**config.mk**
```make
export PLATFORM = sky130hd
export DESIGN_NAME = serial_can_frame_deframer_core
export DESIGN_NICKNAME = d
export VERILOG_FILES = /design/src/hw/rtl/scdf_pkg.sv /design/src/hw/rtl/scdf_frame.sv /design/src/hw/rtl/serial_can_frame_deframer_core.sv
export SDC_FILE = /design/constraint.sdc
export NUM_CORES = 1
export LEC_CHECK = 0
export BUFFER_PORTS_ARGS = -buffer_cell sky130_fd_sc_hd__buf_2
export CAP_MARGIN = 20
export CORE_ASPECT_RATIO = 0.9
export CORE_MARGIN = 2
export CORE_UTILIZATION = 26
export DETAILED_ROUTE_END_ITERATION = 10
export PLACE_DENSITY = 0.4
export SLEW_MARGIN = 40
export SYNTH_ARGS = -nofsm -noshare
export SYNTH_HDL_FRONTEND = slang
export SYNTH_SLANG_ARGS = --single-unit
```
**constraint.sdc**
```tcl
create_clock -name clk -period 10.3 [get_ports clk]
set_input_delay 0.515 -clock clk [delete_from_list [all_inputs] [get_ports clk]]
set_output_delay 0.515 -clock clk [all_outputs]
set_load 0.01 [all_outputs]
```
**src/hw/rtl/scdf_pkg.sv**
```systemverilog
// Shared types and constants for the serial frame deframer.
package scdf_pkg;

  localparam int unsigned POS_W    = 4;
  localparam int unsigned HDR_N    = 5;
  localparam int unsigned HDR_END  = 6;
  localparam int unsigned PAYLD_W  = 64;
  localparam int unsigned OUT_DW   = 104;
  localparam int unsigned CFG_AW   = 2;

  localparam logic [POS_W-1:0] POS_HUNT = 4'd0;

  // configuration register indexes
  localparam logic [CFG_AW-1:0] REG_SYNC_BYTE = 2'd0;

  // header byte slots
  localparam int unsigned HDR_FLAGS = 0;
  localparam int unsigned HDR_KIND  = 1;
  localparam int unsigned HDR_CMD   = 2;
  localparam int unsigned HDR_DST   = 3;
  localparam int unsigned HDR_LEN   = 4;

  localparam logic STATUS_OK  = 1'b0;
  localparam logic STATUS_BAD = 1'b1;

  typedef struct packed {
    logic               frame_status;
    logic [2:0]         priority_res;
    logic               write_flag;
    logic               eeprom_flag;
    logic               remote_flag;
    logic [7:0]         msg_kind;
    logic [7:0]         command;
    logic [7:0]         destination;
    logic [3:0]         payload_length;
    logic [3:0]         interface_id;
    logic [PAYLD_W-1:0] payload;
  } frame_res_t;

  typedef struct packed {
    logic done;     // checksum byte taken this cycle, result valid
    logic at_csum;  // next byte is the checksum byte
  } frame_stat_t;

endpackage

```
**src/hw/rtl/scdf_frame.sv**
```systemverilog
// Byte position counter, running checksum and field capture for one frame.
module scdf_frame #(
  parameter int unsigned DATA_BYTES = 8
) (
  input  logic                clk,
  input  logic                rst_n,
  input  logic                byte_take,
  input  logic [7:0]          rx_byte,
  input  logic [7:0]          sync_byte,
  output scdf_pkg::frame_stat_t stat,
  output scdf_pkg::frame_res_t  res
);

  localparam logic [scdf_pkg::POS_W-1:0] CSUM_POS =
    scdf_pkg::POS_W'(scdf_pkg::HDR_END + DATA_BYTES);

  logic [scdf_pkg::POS_W-1:0]   pos_r, pos_nxt;
  logic [7:0]                   sum_r, sum_nxt;
  logic [7:0]                   hdr_r [scdf_pkg::HDR_N];
  logic [scdf_pkg::PAYLD_W-1:0] payload_r, payload_nxt;
  logic                         hunting, at_csum;

  assign hunting = (pos_r == scdf_pkg::POS_HUNT);
  assign at_csum = (pos_r == CSUM_POS);

  always_comb begin
    pos_nxt     = pos_r;
    sum_nxt     = sum_r;
    payload_nxt = payload_r;
    if (byte_take) begin
      if (hunting) begin
        if (rx_byte == sync_byte) begin
          pos_nxt     = scdf_pkg::POS_W'(1);
          sum_nxt     = rx_byte;
          payload_nxt = '0;  // unused upper lanes must read zero
        end
      end else if (at_csum) begin
        pos_nxt = scdf_pkg::POS_HUNT;
        sum_nxt = '0;
      end else begin
        pos_nxt = pos_r + scdf_pkg::POS_W'(1);
        sum_nxt = sum_r + rx_byte;
        for (int i = 0; i < DATA_BYTES; i++) begin
          if (pos_r == scdf_pkg::POS_W'(scdf_pkg::HDR_END + i)) begin
            payload_nxt[8*i +: 8] = rx_byte;
          end
        end
      end
    end
  end

  always_ff @(posedge clk) begin
    if (!rst_n) begin
      pos_r     <= scdf_pkg::POS_HUNT;
      sum_r     <= '0;
      payload_r <= '0;
    end else begin
      pos_r     <= pos_nxt;
      sum_r     <= sum_nxt;
      payload_r <= payload_nxt;
    end
  end

  // header bytes sit at positions 1..5
  always_ff @(posedge clk) begin
    for (int i = 0; i < scdf_pkg::HDR_N; i++) begin
      if (byte_take && pos_r == scdf_pkg::POS_W'(i + 1)) begin
        hdr_r[i] <= rx_byte;
      end
    end
  end

  assign stat.done    = byte_take && at_csum;
  assign stat.at_csum = at_csum;

  assign res.frame_status   = (rx_byte == sum_r) ? scdf_pkg::STATUS_OK : scdf_pkg::STATUS_BAD;
  assign res.priority_res   = hdr_r[scdf_pkg::HDR_FLAGS][7:5];
  assign res.write_flag     = hdr_r[scdf_pkg::HDR_FLAGS][4];
  assign res.eeprom_flag    = hdr_r[scdf_pkg::HDR_FLAGS][3];
  assign res.remote_flag    = hdr_r[scdf_pkg::HDR_FLAGS][0];
  assign res.msg_kind       = hdr_r[scdf_pkg::HDR_KIND];
  assign res.command        = hdr_r[scdf_pkg::HDR_CMD];
  assign res.destination    = hdr_r[scdf_pkg::HDR_DST];
  assign res.payload_length = hdr_r[scdf_pkg::HDR_LEN][7:4];
  assign res.interface_id   = hdr_r[scdf_pkg::HDR_LEN][3:0];
  assign res.payload        = payload_r;

  a_pos_range: assert property (@(posedge clk) disable iff (!rst_n)
    pos_r <= CSUM_POS)
    else $error("byte position past checksum slot");

  a_done_hunt: assert property (@(posedge clk) disable iff (!rst_n)
    stat.done |=> (pos_r == scdf_pkg::POS_HUNT) && (sum_r == 8'd0))
    else $error("frame end did not return to hunting");

endmodule

```
**src/hw/rtl/serial_can_frame_deframer_core.sv**
```systemverilog
// Top level: stream ports, sync byte register and result output register.
// A result appears on out_tvalid in the cycle after its checksum byte is accepted.
// Throughput: one byte per cycle, unless the checksum byte is held back as described below.
// Only the checksum byte waits for the output register; other bytes are taken while a
// result is held. Synchronous active-low reset clears the position, running sum,
// sync byte (to zero) and the output valid flag.
module serial_can_frame_deframer_core #(
  parameter int unsigned DATA_BYTES = 8
) (
  input  logic                          clk,
  input  logic                          rst_n,
  input  logic                          in_tvalid,
  output logic                          in_tready,
  input  logic [7:0]                    in_tdata,   // [7:0] rx_byte
  output logic                          out_tvalid,
  input  logic                          out_tready,
  // [2:0] priority_res, [3] write_flag, [4] eeprom_flag, [5] remote_flag,
  // [13:6] msg_kind, [21:14] command, [29:22] destination, [33:30] payload_length,
  // [37:34] interface_id, [101:38] payload, [103:102] zero
  output logic [scdf_pkg::OUT_DW-1:0]   out_tdata,
  output logic                          out_tuser,  // [0] frame_status
  input  logic                          cfg_psel,
  input  logic                          cfg_penable,
  input  logic                          cfg_pwrite,
  input  logic [scdf_pkg::CFG_AW-1:0]   cfg_paddr,
  input  logic [31:0]                   cfg_pwdata,
  output logic [31:0]                   cfg_prdata,
  output logic                          cfg_pready
);

  logic [7:0]             sync_r;
  logic                   out_valid_r;
  scdf_pkg::frame_res_t   out_res_r;
  scdf_pkg::frame_res_t   res;
  scdf_pkg::frame_stat_t  stat;
  logic                   in_take;
  logic                   cfg_wr;

  assign cfg_pready = 1'b1;
  // a single register holding the sync byte, read back zero-extended; cfg_paddr is not decoded
  assign cfg_wr     = cfg_psel && cfg_penable && cfg_pwrite && cfg_pready;
  assign cfg_prdata = {24'd0, sync_r};

  always_ff @(posedge clk) begin
    if (!rst_n) begin
      sync_r <= '0;
    end else if (cfg_wr) begin
      sync_r <= cfg_pwdata[7:0];
    end
  end

  assign in_tready = !stat.at_csum || !out_valid_r || out_tready;
  assign in_take   = in_tvalid && in_tready;

  scdf_frame #(
    .DATA_BYTES(DATA_BYTES)
  ) u_frame (
    .clk       (clk),
    .rst_n     (rst_n),
    .byte_take (in_take),
    .rx_byte   (in_tdata),
    .sync_byte (sync_r),
    .stat      (stat),
    .res       (res)
  );

  always_ff @(posedge clk) begin
    if (!rst_n) begin
      out_valid_r <= 1'b0;
    end else if (stat.done) begin
      out_valid_r <= 1'b1;
    end else if (out_tready) begin
      out_valid_r <= 1'b0;
    end
  end

  always_ff @(posedge clk) begin
    if (stat.done) begin
      out_res_r <= res;
    end
  end

  assign out_tvalid = out_valid_r;
  assign out_tuser  = out_res_r.frame_status;
  assign out_tdata  = {2'b00,
                       out_res_r.payload,
                       out_res_r.interface_id,
                       out_res_r.payload_length,
                       out_res_r.destination,
                       out_res_r.command,
                       out_res_r.msg_kind,
                       out_res_r.remote_flag,
                       out_res_r.eeprom_flag,
                       out_res_r.write_flag,
                       out_res_r.priority_res};

  a_no_overwrite: assert property (@(posedge clk) disable iff (!rst_n)
    stat.done |-> (!out_valid_r || out_tready))
    else $error("result request overwrote a pending one");

  a_valid_src: assert property (@(posedge clk) disable iff (!rst_n)
    $rose(out_valid_r) |-> $past(stat.done))
    else $error("output valid without a finished frame");

endmodule
```
==> results of run 1 <==
==> power groups by stage <==
| stage | Sequential, mW | Combinational [mW] | Clock, mW |
|---|---|---|---|
| after floorplan | 0.975 | 0.0386 | 0 |
| after global placement | 0.975 | 0.0522 | 0 |
| after detailed placement | 0.975 | 0.0525 | 0 |
| after CTS | 0.956 | 0.0526 | 0.959 |
| after global routing | 0.955 | 0.0571 | 0.997 |
| final | 0.956 | 0.0519 | 0.929 |
==> placed cells by master, fill, tap and decap left out, types with 9 or more instances in the layout <==
| master | instances |
|---|---|
| a31oi_1 | 11 |
| edfxtp_1 | 141 |
| inv_1 | 9 |
| a21oi_1 | 52 |
| o21ai_0 | 13 |
| xnor2_1 | 9 |
| conb_1 | 27 |
| nor3_1 | 11 |
| nand3_1 | 79 |
| nor2_1 | 28 |
| or3_1 | 10 |
| clkbuf_16 | 27 |
| dfxtp_1 | 85 |
| mux2i_1 | 18 |
| nand2_1 | 41 |
| buf_2 | 135 |
==> registers in the layout, summed over array words and instances, names as in the netlist <==
| register | count |
|---|---|
| out_tdata | 102 |
| u_frame.payload_r | 64 |
| u_frame.hdr_r | 38 |
| sync_r | 8 |
| u_frame.sum_r | 8 |
| u_frame.pos_r | 4 |
| out_tuser | 1 |
| out_tvalid | 1 |
==> path summary, 6_finish.rpt <==
kind / endpoint / depth (start not counted) / from / slack [ps]
max: u_frame.payload_r[13] / 5 / u_frame.pos_r[0] / 7490
min: sync_r[2] / 3 / cfg_pwdata[2] / 230
max reg2reg: u_frame.payload_r[13] / 5 / u_frame.pos_r[0] / 7490
min reg2reg: out_tdata[31] / 0 / u_frame.hdr_r[0][37] / 410
==> cell type report <==
type,count,area [um2],share of cell area [%]
clock inverters,11,131.4,1.265
flip-flops and latches,226,5936,57.16
repair buffers,146,777.0,7.482
inverters,10,37.54,0.3614
multi-input cells,382,2250,21.66
clock buffers,37,733.2,7.060
well taps,416,520.5,5.012
==> kinds of logic (layout without fill, tap and decap cells) <==
kind of cell | after synthesis | count (layout) | synth area share, %
DFF | 226 | 226 | 69.77
and+or+nand+nor | 209 | 209 | 12.71
AOI/OAI and AO/OA | 108 | 108 | 7.589
buffers and inverters | 82 | 204 | 5.221
muxes | 18 | 18 | 2.118
xor gates and xnor gates | 12 | 12 | 1.236
adders and majority gates | 8 | 8 | 1.265
other | 2 | 27 | 0.08828
==> through the flow <==
stage / power, mW / setup slack (ps) / hold slack [ps] / instance area, um2
after floorplan: 1.014 / 4323 / 400.3 / 8601
after global placement: 1.027 / 6621 / 400.6 / 9469
after detailed placement: 1.028 / 7436 / 404.5 / 9519
after CTS: 1.968 / 7428 / 206.9 / 10380
after global routing: 2.010 / 7306 / 239.3 / 10390
final: 1.936 / 7488 / 230.9 / 10390
==> layer usage <==
layer,vias up,GRT usage [%]
met1,2593,17.67
met3,35,2.477
met4,2,3.429
li1,2639,-
met5,-,0
met2,163,19.43
==> critical path, delay by kind of cell (launching register included) <==
kind,cells,cell delay [ps]
buffers and inverters,1,350
AO/OA/AOI/OAI,2,390
AND/OR/NAND/NOR,2,1400
flip-flops,1,530
==> reports/metrics.csv, run 1 <==
metric,value,unit
clock share of power,48.0,%
Synth top cells by count,"141 x edfxtp_1, 85 x dfxtp_1, 79 x nand3_1",
Mapped Avg Cell Area,12.79,um2
CP max FO,25,
placed cells,1180,
CP max-delay cell,or4_2,
TritonCTS Sinks,226,
ys flop type,edfxtp_1,
number of synthesized register bits,226,
TritonCTS clock tree,yes,
Slew Limit Fails,0,
Initial DRT Pass Iterations,5,
Reg power frac,49.4,%
top post-synthesis cells by area,"edfxtp_1 50%, dfxtp_1 20%, nand3_1 4.6%, a21oi_1 3.1%, buf_4 2.4%",
Die Ht,175.6,um
layout cell share with drive strength beyond 1,24.88,%
DRC,0,
H-tree depth,1,
Syn Std Cell Area,8507,um2
critical path type,flip-flop to flip-flop,
Antenna Cells,0,
number of synthesized flops with an enable pin,141,
Sw Pwr,0.3996,mW
Max Cap Viol,0,
Longest Clk Path Bufs,3,
Synth area leader,edfxtp_1,
post-cts resize count,0,
first-pass GRT wire length,32740,um
async set-reset flop share out of synthesis,0,%
WL met3,1349,um
CP required,10700,ps
WL final,21740,um
Fmax achieved,355.6,MHz
status,completed,
"Seq/Total Area, Yosys",69.77,%
core area,32040,um2
CTS Hold Bufs,0,
warning count from the yosys run,0,
initial antenna violation count,1,
Worst setup EP type,flip-flop,
via-per-instance ratio,4.423,
"Clk pin slew, worst setup/hold paths",60,ps
switching share of power,20.64,%
M1 WL,10440,um
area share of the largest cell type after synthesis,49.77,%
RSZ-0062 raised after global routing,false,
Post-Synthesis Cells,665,
die area,34180,um2
post-synth cell types,54,
min-delay worst type,input port to flip-flop,
leak pwr,3.687,nW
Total GRT Usage,12.48,%
CTS Buf Count,26,
Placer Congestion,0.7384,
Max Used Layer,met5,
row count,62,
hpwl dp,13420,um
postcts setup bufs,0,
Max stage delay on crit path,1030,ps
IO Port Bufs,135,
fin nets,849,
post-route insts no fill,1228,
grt ovf,0,
Skew-Pair Late Insertion Delay,520,ps
largest net degree at the start of global routing,70,
final clock skew,7.152,ps
cell with the most instances after synthesis,edfxtp_1,
CTS root buffer,clkbuf_16,
Fillers,3262,
critical path cell sequence,"or4_2, buf_4, nor3_1, o21a_2, o32ai_1",
Starting Density,26.55,%
setup violators final,0,
Final period util,27.30,%
Worst VDD drop,0.08835,mV
WL met2,9547,um
final core utilization,32.41,%
DR WL/cell,17.70,um
Setup crit start kind,flip-flop,
"Area growth, synth to finish",22.08,%
Total Neg Setup Slack,0,ps
Cell Int Power,1.537,mW
"Min Clock Period, post-route",2812,ps
combinational share of power,2.7,%
Hold Fails Final Rpt,0,
DR iter-0 viols,325,
die width,194.7,um
I/O pin count,189,
pwr/cell area,186.4,nW/um2
routed via count,5432,
ANT nets after route,0,
WP data arrival,3210,ps
Slew @ Worst Pin,790.9,ps
vias in the first global route,5283,
Max-slew headroom,47.27,%
Power figures use the tool's default switching activity.
==> inputs of run 2 (changes only) <==
==> constraint.sdc (replaced) <==
create_clock -name clk -period 2.6 [get_ports clk]
set_input_delay 0.13 -clock clk [delete_from_list [all_inputs] [get_ports clk]]
set_output_delay 0.13 -clock clk [all_outputs]
set_load 0.01 [all_outputs]
==> reports/metrics.csv, run 2 (same netlist as run 1, synthesis figures left out) <==
metric,value,unit
die width,194.7,um
vias in the first global route,5363,
post-cts resize count,0,
switching share of power,20.71,%
total power draw,7.645,mW
met3 usage,2.515,%
H-tree depth,1,
CTS Buf Count,26,
Placer Congestion,0.7917,
Reg power frac,49.5,%
TritonCTS clock tree,yes,
final clock skew,13.36,ps
largest net degree at the start of global routing,62,
max FFs per register,102,
met1 usage,18.50,%
Longest Clk Path Bufs,3,
row count,62,
"commonest non-fill, non-tap cell in the layout",edfxtp_1,
DRC,0,
most frequent cells in the layout,"141 x edfxtp_1, 135 x buf_2, 82 x dfxtp_1, 79 x nand3_1, 52 x a21oi_1",
Slew @ Worst Pin,713.5,ps
Starting Density,26.55,%
CTS root buffer,clkbuf_16,
Sw Pwr,1.584,mW
pwr/cell area,720.5,nW/um2
postcts setup bufs,0,
WP data arrival,2720,ps
CP max FO,32,
ANT nets after route,0,
Skew-Pair Late Insertion Delay,530,ps
Cell Int Power,6.061,mW
Worst setup EP type,flip-flop,
setup violators final,0,
Total GRT Usage,12.84,%
CTS Hold Bufs,12,
via-per-instance ratio,4.419,
core area,32040,um2
Initial DRT Pass Iterations,4,
routed via count,5541,
Slew Limit Fails,0,
fin nets,874,
CP required,2980,ps
most used routing layer,met2,
critical path cell sequence,"buf_4, nand4b_1, o21a_1, nand4_2, buf_12, nand3_1, a21oi_1",
Setup crit start kind,flip-flop,
TritonCTS Sinks,226,
clock share of power,47.4,%
IO Port Bufs,135,
status,completed,
critical path type,flip-flop to flip-flop,
DR iter-0 viols,390,
Fmax achieved,426.9,MHz
hpwl dp,14540,um
Hold Fails Final Rpt,0,
initial antenna violation count,1,
layout cell share with drive strength beyond 1,25.81,%
DR WL/cell,17.89,um
CP max-delay cell,o21a_1,
"Clk pin slew, worst setup/hold paths",60,ps
die area,34180,um2
Finished Cell Area,10610,um2
Final period util,90.10,%
Max Cap Viol,0,
min-delay worst type,input port to flip-flop,
combinational share of power,3.0,%
grt ovf,0,
WL final,22440,um
Worst VDD drop,0.3814,mV
met2 Usage GRT,19.91,%
I/O pin count,189,
Die Ht,175.6,um
Max stage delay on crit path,450,ps
Max-slew headroom,52.43,%
"Area growth, synth to finish",24.72,%
"Min Clock Period, post-route",2343,ps
RSZ-0062 raised after global routing,false,
leak pwr,3.802,nW
Placement Cell Area,9634,um2
first-pass GRT wire length,33420,um
run 2: cell types whose count changed in the layout (fill, tap and decap cells not counted), moves of 2 or more:
cell           change
clkinv_1           -2
dfxtp_2            +3
buf_4             +13
buf_8              -2
buf_12             +3
clkbuf_1           +3
dfxtp_1            -3
dlygate4sd3_1     +12
run 2: power by group through the flow:
| stage | Combinational (mW) | Sequential (mW) | Clock [mW] |
|---|---|---|---|
| after global routing | 0.256 | 3.78 | 3.89 |
| after floorplan | 0.155 | 3.86 | 0 |
| after detailed placement | 0.221 | 3.86 | 0 |
| after global placement | 0.222 | 3.86 | 0 |
| final | 0.232 | 3.79 | 3.63 |
| after CTS | 0.235 | 3.79 | 3.75 |
run 2: layer usage:
| layer | up-vias | part of all wire, % | routed length, um |
|---|---|---|---|
| met5 | - | 0 | 0 |
| met4 | 0 | 2.0 | 438 |
| met3 | 30 | 5.7 | 1272 |
| met2 | 160 | 43 | 9699 |
| met1 | 2667 | 49 | 11030 |
| li1 | 2684 | - | - |
run 2: metrics by stage:
| stage | setup WS [ps] | TNS [ps] | std cells | util, % | hold slack [ps] |
|---|---|---|---|---|---|
| 6_report | 257.3 | 0 | 1254 | 33.12 | 52.88 |
| 5_1_grt | 63.78 | 0 | 1253 | 33.11 | 59.46 |
| 4_1_cts | 261.2 | 0 | 1253 | 33.11 | 44.83 |
| 3_5_place_dp | 275.9 | 0 | 1193 | 30.07 | 374.5 |
| 3_3_place_gp | 297.2 | 0 | 1193 | 30.07 | 372.1 |
| 2_1_floorplan | -205.5 | -21170 | 690 | - | 228.9 |
run 2: final timing paths:
check	slack, ps	cells after the start	end	start
setup / recovery	260	7	u_frame.payload_r[3]	u_frame.pos_r[0]
hold / removal	50	3	u_frame.payload_r[25]	in_tdata[1]
setup reg to reg	260	7	u_frame.payload_r[3]	u_frame.pos_r[0]
hold reg to reg	410	0	out_tdata[18]	u_frame.hdr_r[0][20]
run 2: final cells by class:
type	instances	area, um2
Multi-Input combinational cell	382	2243
Timing Repair Buffer	171	1013
Sequential cell	226	5939
Fill cell	3259	21430
Antenna cell	1	2.502
Inverter	10	37.54
Tap cell	416	520.5
Clock buffer	39	719.4
Clock inverter	9	133.9
run 2: critical path, delay by kind of cell (launching register included):
family                 cells  cell delay (ps)
buffers and inverters      2              480
and+or+nand+nor            3              810
AOI/OAI and AO/OA          2              530
DFF                        1              340
